[config.mk]
export PLATFORM = sky130hd
export DESIGN_NAME = image_fit_rect_calc
export DESIGN_NICKNAME = d
export VERILOG_FILES = /design/src/hw/rtl/imfit_pkg.sv /design/src/hw/rtl/image_fit_rect_calc.sv
export SDC_FILE = /design/constraint.sdc
export NUM_CORES = 2
export LEC_CHECK = 0
export BUFFER_PORTS_ARGS = -buffer_cell sky130_fd_sc_hd__clkbuf_2
export CAP_MARGIN = 20
export CORE_MARGIN = 5
export CORE_UTILIZATION = 25
export DETAILED_ROUTE_END_ITERATION = 7
export GPL_ROUTABILITY_DRIVEN = 0
export MAX_ROUTING_LAYER = met4
export PLACE_DENSITY_LB_ADDON = 0.12
export SETUP_SLACK_MARGIN = 0.02
export SLEW_MARGIN = 15
export SYNTH_ARGS = -nofsm -noshare
export SYNTH_HDL_FRONTEND = slang
export SYNTH_SLANG_ARGS = --single-unit
[constraint.sdc]
create_clock -name clk -period 24.2 [get_ports clk]
set_clock_uncertainty 0.2 [all_clocks]
set_input_delay 4.84 -clock clk [delete_from_list [all_inputs] [get_ports clk]]
set_output_delay 4.84 -clock clk [all_outputs]
set_load 0.005 [all_outputs]
[src/hw/rtl/imfit_pkg.sv]
// Shared types and constants for the image fit rectangle calculator.
// Used by image_fit_rect_calc; no other dependencies.
`default_nettype none

package imfit_pkg;

  localparam int SRC_W   = 16;  // source size, whole pixels
  localparam int FRAME_W = 20;  // frame and destination sizes, Q16.4
  localparam int SCALE_W = 16;  // scale divisor, Q8.8
  localparam int SCL_W   = 28;  // scaled source size, Q.4, full width
  localparam int PROD_W  = FRAME_W + SCL_W;
  localparam int CFG_IDX_W = 1;

  localparam logic [CFG_IDX_W-1:0] CFG_SCALE_FACTOR = 1'd0;
  localparam logic [CFG_IDX_W-1:0] CFG_FIT_MODE     = 1'd1;

  localparam logic [SCALE_W-1:0] SCALE_RESET = 16'd256;

  typedef enum logic [2:0] {
    FIT_FILL       = 3'd0,
    FIT_CONTAIN    = 3'd1,
    FIT_COVER      = 3'd2,
    FIT_MATCH_W    = 3'd3,
    FIT_MATCH_H    = 3'd4,
    FIT_NONE       = 3'd5,
    FIT_SCALE_DOWN = 3'd6,
    FIT_TOP_LEFT   = 3'd7
  } fit_mode_t;

  typedef enum logic [3:0] {
    ST_IDLE,
    ST_DIV_SW,
    ST_DIV_SH,
    ST_CHECK,
    ST_MUL_HW,
    ST_PRE_HW,
    ST_DIV_HW,
    ST_MUL_VH,
    ST_PRE_VH,
    ST_DIV_VH,
    ST_FIT,
    ST_DONE
  } state_t;

  typedef struct packed {
    logic [SRC_W-1:0]   src_width;
    logic [SRC_W-1:0]   src_height;
    logic [FRAME_W-1:0] frame_width;
    logic [FRAME_W-1:0] frame_height;
  } in_t;

  typedef struct packed {
    logic                      status;
    logic signed [FRAME_W-1:0] dst_x;
    logic signed [FRAME_W-1:0] dst_y;
    logic [FRAME_W-1:0]        dst_width;
    logic [FRAME_W-1:0]        dst_height;
  } out_t;

endpackage

`default_nettype wire

[src/hw/rtl/image_fit_rect_calc.sv]
// Image fit rectangle calculator: scales a source size, fits it into a frame.
// Depends on imfit_pkg for payload types, state and fit mode codes.
//
// Usage:
//   Input channel (in_valid/in_ready/in_data) takes one source size and frame
//   size per transfer; output channel (out_valid/out_ready/out_data) returns
//   one destination rectangle per item. cfg_we/cfg_index/cfg_data write the
//   scale divisor (index 0, zero ignored) and the fit mode (index 1).
//   One restoring divider, one quotient bit per cycle, does all four divisions
//   in turn, with a single multiplier forming the cross products:
//   28 + 28 steps for the scaled source, 20 + 20 steps for the two aspect
//   terms (skipped when the quotient saturates), plus the check, multiply,
//   pre-check and fit states; a zero scaled size skips the aspect terms.
//   in_ready is high only while the sequencer is idle, so a new item is not
//   taken until the last one is finished. The output register frees the
//   sequencer: a new item is taken while a result waits, and the sequencer
//   holds its finished result until the receiver takes the previous one.
//   The output register also keeps the last good rectangle; an item whose
//   scaled width or height is zero returns it again with status 1.
//   Reset (rst, synchronous) restores the register defaults, clears the held
//   rectangle to zero and empties the output register.
`default_nettype none

module image_fit_rect_calc
  import imfit_pkg::*;
(
  input  wire logic                 clk,
  input  wire logic                 rst,
  input  wire logic                 in_valid,
  output      logic                 in_ready,
  input  wire in_t                  in_data,
  output      logic                 out_valid,
  input  wire logic                 out_ready,
  output      out_t                 out_data,
  input  wire logic                 cfg_we,
  input  wire logic [CFG_IDX_W-1:0] cfg_index,
  input  wire logic [SCALE_W-1:0]   cfg_data
);

  localparam int SRC_STEPS = SCL_W;
  localparam int FIT_STEPS = FRAME_W;
  localparam int CNT_W     = $clog2(SRC_STEPS);
  localparam logic [CNT_W-1:0] SRC_LAST = CNT_W'(SRC_STEPS - 1);
  localparam logic [CNT_W-1:0] FIT_LAST = CNT_W'(FIT_STEPS - 1);
  localparam logic [FRAME_W-1:0] SIZE_MAX = {FRAME_W{1'b1}};

  state_t state, state_next;

  logic [SCALE_W-1:0] scale_factor;
  fit_mode_t          fit_mode;

  logic [SRC_W-1:0]   src_h;
  logic [FRAME_W-1:0] fw, fh;
  logic [SCL_W-1:0]   sw, sh;
  logic [FRAME_W-1:0] hw, vh;     // aspect terms, saturated
  logic [FRAME_W-1:0] dw, dh;
  logic               corner;
  logic               zero_size;
  logic [PROD_W-1:0]  prod;

  // shared divider
  logic [SCL_W-1:0] rem, dq;
  logic [CNT_W-1:0] cnt;
  logic [SCL_W-1:0] div_d;
  logic [SCL_W:0]   div_t;
  logic             div_ge;
  logic [SCL_W-1:0] rem_next, dq_next;

  // shared multiplier
  logic [FRAME_W-1:0] mul_a;
  logic [SCL_W-1:0]   mul_b;
  logic [PROD_W-1:0]  mul_p;

  logic               div_last;
  logic               out_free;
  logic               pre_sat;
  logic [FRAME_W-1:0] sw_sat, sh_sat;
  logic [FRAME_W-1:0] dw_fit, dh_fit;
  logic signed [FRAME_W:0] diff_x, diff_y;

  assign out_free = !out_valid || out_ready;

  // ---------------- next state ----------------
  always_comb begin
    state_next = state;
    unique case (state)
      ST_IDLE:   if (in_valid) state_next = ST_DIV_SW;
      ST_DIV_SW: if (div_last) state_next = ST_DIV_SH;
      ST_DIV_SH: if (div_last) state_next = ST_CHECK;
      ST_CHECK: begin
        if (sw == '0 || sh == '0) state_next = ST_DONE;
        else state_next = ST_MUL_HW;
      end
      ST_MUL_HW: state_next = ST_PRE_HW;
      ST_PRE_HW: state_next = pre_sat ? ST_MUL_VH : ST_DIV_HW;
      ST_DIV_HW: if (div_last) state_next = ST_MUL_VH;
      ST_MUL_VH: state_next = ST_PRE_VH;
      ST_PRE_VH: state_next = pre_sat ? ST_FIT : ST_DIV_VH;
      ST_DIV_VH: if (div_last) state_next = ST_FIT;
      ST_FIT:    state_next = ST_DONE;
      ST_DONE:   if (out_free) state_next = ST_IDLE;
      default:   state_next = ST_IDLE;
    endcase
  end

  // ---------------- control outputs ----------------
  always_comb begin
    in_ready = 1'b0;
    div_d    = sh;
    mul_a    = fh;
    mul_b    = sw;
    div_last = 1'b0;
    unique case (state)
      ST_IDLE:   in_ready = 1'b1;
      ST_DIV_SW, ST_DIV_SH: begin
        div_d    = {{(SCL_W-SCALE_W){1'b0}}, scale_factor};
        div_last = (cnt == SRC_LAST);
      end
      ST_PRE_HW: div_d = sh;
      ST_DIV_HW: begin
        div_d    = sh;
        div_last = (cnt == FIT_LAST);
      end
      ST_MUL_VH: begin
        mul_a = fw;
        mul_b = sh;
      end
      ST_PRE_VH: div_d = sw;
      ST_DIV_VH: begin
        div_d    = sw;
        div_last = (cnt == FIT_LAST);
      end
      default: ;
    endcase
  end

  // one restoring step: shift in the next dividend bit, subtract if it fits
  assign div_t    = {rem, dq[SCL_W-1]};
  assign div_ge   = (div_t >= {1'b0, div_d});
  assign rem_next = div_ge ? SCL_W'(div_t - {1'b0, div_d}) : div_t[SCL_W-1:0];
  assign dq_next  = {dq[SCL_W-2:0], div_ge};

  assign mul_p = PROD_W'(mul_a) * PROD_W'(mul_b);

  // quotient would not fit in 20 bits: high part of the dividend >= divisor
  assign pre_sat = (prod[PROD_W-1:FRAME_W] >= div_d);

  assign sw_sat = (sw > SCL_W'(SIZE_MAX)) ? SIZE_MAX : sw[FRAME_W-1:0];
  assign sh_sat = (sh > SCL_W'(SIZE_MAX)) ? SIZE_MAX : sh[FRAME_W-1:0];

  always_comb begin
    dw_fit = fw;
    dh_fit = fh;
    unique case (fit_mode)
      FIT_FILL: ;
      FIT_CONTAIN: begin
        dw_fit = (hw < fw) ? hw : fw;
        dh_fit = (vh < fh) ? vh : fh;
      end
      FIT_COVER: begin
        dw_fit = (hw > fw) ? hw : fw;
        dh_fit = (vh > fh) ? vh : fh;
      end
      FIT_MATCH_W: dh_fit = vh;
      FIT_MATCH_H: dw_fit = hw;
      FIT_NONE, FIT_TOP_LEFT: begin
        dw_fit = sw_sat;
        dh_fit = sh_sat;
      end
      FIT_SCALE_DOWN: begin
        if (sw < SCL_W'(fw) && sh < SCL_W'(fh)) begin
          dw_fit = sw_sat;
          dh_fit = sh_sat;
        end else begin
          dw_fit = (hw < fw) ? hw : fw;
          dh_fit = (vh < fh) ? vh : fh;
        end
      end
    endcase
  end

  // floor half of the difference; always fits in 20 signed bits
  assign diff_x = $signed({1'b0, fw}) - $signed({1'b0, dw});
  assign diff_y = $signed({1'b0, fh}) - $signed({1'b0, dh});

  // ---------------- registers ----------------
  always_ff @(posedge clk) begin
    if (rst) begin
      state        <= ST_IDLE;
      scale_factor <= SCALE_RESET;
      fit_mode     <= FIT_CONTAIN;
      out_valid    <= 1'b0;
      out_data     <= '0;
    end else begin
      state <= state_next;
      if (cfg_we) begin
        if (cfg_index == CFG_SCALE_FACTOR) begin
          if (cfg_data != '0) scale_factor <= cfg_data;
        end else if (cfg_index == CFG_FIT_MODE) begin
          fit_mode <= fit_mode_t'(cfg_data[2:0]);
        end
      end
      if (state == ST_DONE && out_free) begin
        out_valid       <= 1'b1;
        out_data.status <= zero_size;
        if (!zero_size) begin
          out_data.dst_x      <= corner ? '0 : diff_x[FRAME_W:1];
          out_data.dst_y      <= corner ? '0 : diff_y[FRAME_W:1];
          out_data.dst_width  <= dw;
          out_data.dst_height <= dh;
        end
      end else if (out_valid && out_ready) begin
        out_valid <= 1'b0;
      end
    end
  end

  // datapath, no reset needed
  always_ff @(posedge clk) begin
    unique case (state)
      ST_IDLE: begin
        if (in_valid) begin
          src_h <= in_data.src_height;
          fw    <= in_data.frame_width;
          fh    <= in_data.frame_height;
          rem   <= '0;
          dq    <= {in_data.src_width, {(SCL_W-SRC_W){1'b0}}};
          cnt   <= '0;
        end
      end
      ST_DIV_SW: begin
        if (div_last) begin
          sw  <= dq_next;
          rem <= '0;
          dq  <= {src_h, {(SCL_W-SRC_W){1'b0}}};
          cnt <= '0;
        end else begin
          rem <= rem_next;
          dq  <= dq_next;
          cnt <= cnt + 1'b1;
        end
      end
      ST_DIV_SH: begin
        rem <= rem_next;
        dq  <= dq_next;
        cnt <= cnt + 1'b1;
        if (div_last) sh <= dq_next;
      end
      ST_CHECK:  zero_size <= (sw == '0 || sh == '0);
      ST_MUL_HW, ST_MUL_VH: prod <= mul_p;
      ST_PRE_HW, ST_PRE_VH: begin
        if (pre_sat) begin
          if (state == ST_PRE_HW) hw <= SIZE_MAX;
          else vh <= SIZE_MAX;
        end
        rem <= prod[PROD_W-1:FRAME_W];
        dq  <= {prod[FRAME_W-1:0], {(SCL_W-FRAME_W){1'b0}}};
        cnt <= '0;
      end
      ST_DIV_HW, ST_DIV_VH: begin
        rem <= rem_next;
        dq  <= dq_next;
        cnt <= cnt + 1'b1;
        if (div_last) begin
          if (state == ST_DIV_HW) hw <= dq_next[FRAME_W-1:0];
          else vh <= dq_next[FRAME_W-1:0];
        end
      end
      ST_FIT: begin
        dw     <= dw_fit;
        dh     <= dh_fit;
        corner <= (fit_mode == FIT_TOP_LEFT);
      end
      default: ;
    endcase
  end

`ifndef SYNTHESIS
  // an accepted item keeps the block busy
  a_busy_after_accept: assert property (@(posedge clk) disable iff (rst)
    in_valid && in_ready |=> !in_ready)
    else $error("input taken again right after a transfer");

  // a zero-size result repeats the held rectangle
  a_zero_holds_rect: assert property (@(posedge clk) disable iff (rst)
    state == ST_DONE && out_free && zero_size |=>
      out_data.status && $stable(out_data.dst_width) && $stable(out_data.dst_height)
      && $stable(out_data.dst_x) && $stable(out_data.dst_y))
    else $error("held rectangle changed on a zero-size item");

  // divider step counter stays within the dividend width
  a_cnt_range: assert property (@(posedge clk) disable iff (rst)
    (state == ST_DIV_SW || state == ST_DIV_SH) |-> cnt <= SRC_LAST)
    else $error("divider step counter overran");

  a_scale_nonzero: assert property (@(posedge clk) disable iff (rst)
    scale_factor != '0)
    else $error("scale divisor became zero");
`endif

endmodule

`default_nettype wire
==> flow_metrics.tcl <==
set metrics [dict create \
    portBuffers 176 \
    cts_hold_buffers 0 \
    routed_wl_mm 159.1 \
    n_fill_cell 16610 \
    htree_num_levels 2 \
    cts_max_path_buffers 3 \
    slew_viol_final 0 \
    multi_input_area_um2 25600 \
    cts_resized 0 \
    area_growth_pct 14.19 \
    nNetsFinal 5231 \
    start_util_pct 25.07 \
    rsz0062_at_grt "false" \
    yosys.cell_types.count 75 \
    path_buf_inv 4 \
    setup_viol 0 \
    io_pins 177 \
    synth_commonest_cells "inv_1 (640), nand2_1 (594), fa_1 (467)" \
    drt_iter0_markers 2098 \
    dp.cells 6356 \
    maxCapViolations 0 \
    rows 146 \
    netlist.area_leader.share_pct 23.60 \
    clock-sinks 408 \
    synth_edf_count 303 \
    max_stage_delay_ns 0.82 \
    drive_gt1_share_pct 9.842 \
    antenna_found_initial 5 \
    cp_top_family "adder cells" \
    vias 30940 \
    avgRoutedWirePerCell_um 24.65 \
    hold_viol 0 \
    regArea_um2 11200 \
    clock_latency_ns 0.66 \
    hp-class "reg2reg" \
    via_per_inst 4.793 \
    fin_crit_sh_pct 43.37 \
    cts_tree "done" \
    crit_top_cell "fa_1" \
    whs_ns 0.2512 \
    remaining_drc_errors 0 \
    grt_usage_pct 19.32 \
    ys_ff_latch 408 \
    clk_pin_slew_worst_paths_ns 0.06 \
    firstDrtPassIters 6 \
    cp_max_fo 65 \
    layout_min_cycle_time_ns 10.50 \
    yosys.area.top_type "fa_1" \
    worst_ep_required_time_ns 24.36 \
    grt_max_degree 66 \
    syn-mean-instance-area_um2 9.464 \
    synthesis.area_um2 39620 \
    cp-end-kind "flip-flop" \
    dieArea_um2 166500 \
    final_util_pct 28.63 \
    worstMarginPinSlew_ns 1.133 \
    grt_pass1_vias 32300 \
    hpwl_mm 127.1 \
    synthTopCellsByArea "fa_1 (24%), edfxtp_1 (23%), ha_1 (10%), inv_1 (6.1%), nand2_1 (5.6%)" \
    slew_headroom_pct 22.98 \
    cp-start-kind "flip-flop" \
    path_class "reg2reg" \
    worstPathArrival_ns 10.66 \
    seq_area_frac_synth_pct 28.27 \
    die_y_um 408.1 \
    final.setup.tns_ns 0 \
    synthFlopType "edfxtp_1" \
    postSynth.asyncResetShare_pct 0 \
    post_cts_buffers 0 \
    ant_nets 0 \
    stdcell_count 6454 \
    yosysWarnings 0 \
    grt_pass1_wl_mm 231.7 \
    root_buffer "clkbuf_16" \
    slowest_stage "a21o_1" \
    syn_inst 4186 \
    core_um2 158000 \
    chipWidth_um 408.1 \
    yosysMostFrequentCell "inv_1" \
    timing.fmax_ghz 0.09527 \
    status "completed" \
    numCtsBuffers 52 \
    synth_nets 5078 \
    overflow 0 \
]
-- cells in the final DEF (no fill, tap or decap), drive strengths merged, types with 18 or more instances in the layout --
master / instances
inv: 644
buf: 86
o211ai: 19
nand2b: 45
a21oi: 222
a22o: 27
xor2: 45
o21ai: 135
nand4: 26
ha: 331
o21a: 18
nand3: 36
mux2i: 47
and2: 22
dfxtp: 105
nor2: 411
nand2: 594
fa: 467
clkbuf: 249
and3: 29
nor4: 28
o221ai: 40
a21o: 95
edfxtp: 303
mux2: 28
xnor2: 56
nor3: 41
-- registers in the layout, indices dropped and copies added (netlist names) --
register / cells
cnt: 5
corner: 1
dh: 20
dq: 28
dw: 20
fh: 20
fit_mode: 3
fw: 20
hw: 20
out_data: 81
out_valid: 1
prod: 48
rem: 28
scale_factor: 16
sh: 28
src_h: 16
state: 4
sw: 28
vh: 20
zero_size: 1
-- worst min-delay path: stages, from the launching register on --
cell and delay (ns):
dfxtp_1 0.30, nand2_1 0.05, a21oi_1 0.05
-- worst paths after layout --
check / startpoint / to / slack [ns] / cells past startpoint
setup / recovery: state[3] / prod[44] / 13.70 / 25
hold / removal: out_data[17] / out_data[17] / 0.25 / 2
setup reg to reg: state[3] / prod[44] / 13.70 / 25
hold reg to reg: out_data[17] / out_data[17] / 0.25 / 2
-- layout make-up --
class                   count  share of cell area [%]
diodes                      3                 0.01660
clock buffers              73                   3.488
clock inverters            21                  0.6472
inverters                 641                   5.319
multi-input cells        2974                   56.59
flip-flops and latches    408                   24.76
well taps                2072                   5.731
repair buffers            262                   3.452
-- layer usage --
layer  vias to the layer above  share of wire (%)  global-route usage, %  wire length [µm]
li1                      14200                  -                      -                 -
met1                     15810                 44                  24.74             69920
met2                       737                 49                  32.57             77800
met3                       192                3.9                  2.018              6209
met4                         0                3.3                  5.392              5174
met5                         -                  0                      -                 0
-- kinds of logic (layout without fill, tap and decap cells) --
kind of cell             after synthesis  after routing  synth area share [%]
AND/OR/NAND/NOR                     1292           1292                 13.94
buffers and inverters                804            997                 7.703
adder cells (fa/ha/maj)              798            798                 34.05
AO/OA/AOI/OAI                        708            708                 11.81
flip-flops                           408            408                 28.27
XOR/XNOR                             101            101                 2.233
multiplexers                          75             75                 1.983
other                                  0              3                     0
-- through the flow --
stage	setup WS, ns	cell area [µm²]
2_1_floorplan	15.89	39620
3_3_place_gp	13.57	43220
3_5_place_dp	13.80	43330
4_1_cts	13.72	45200
5_1_grt	13.25	45230
6_report	13.70	45240
Power is left out: the tool's default activity adds up to more than one toggle a clock period on the data nets, which glitch-free logic cannot reach.
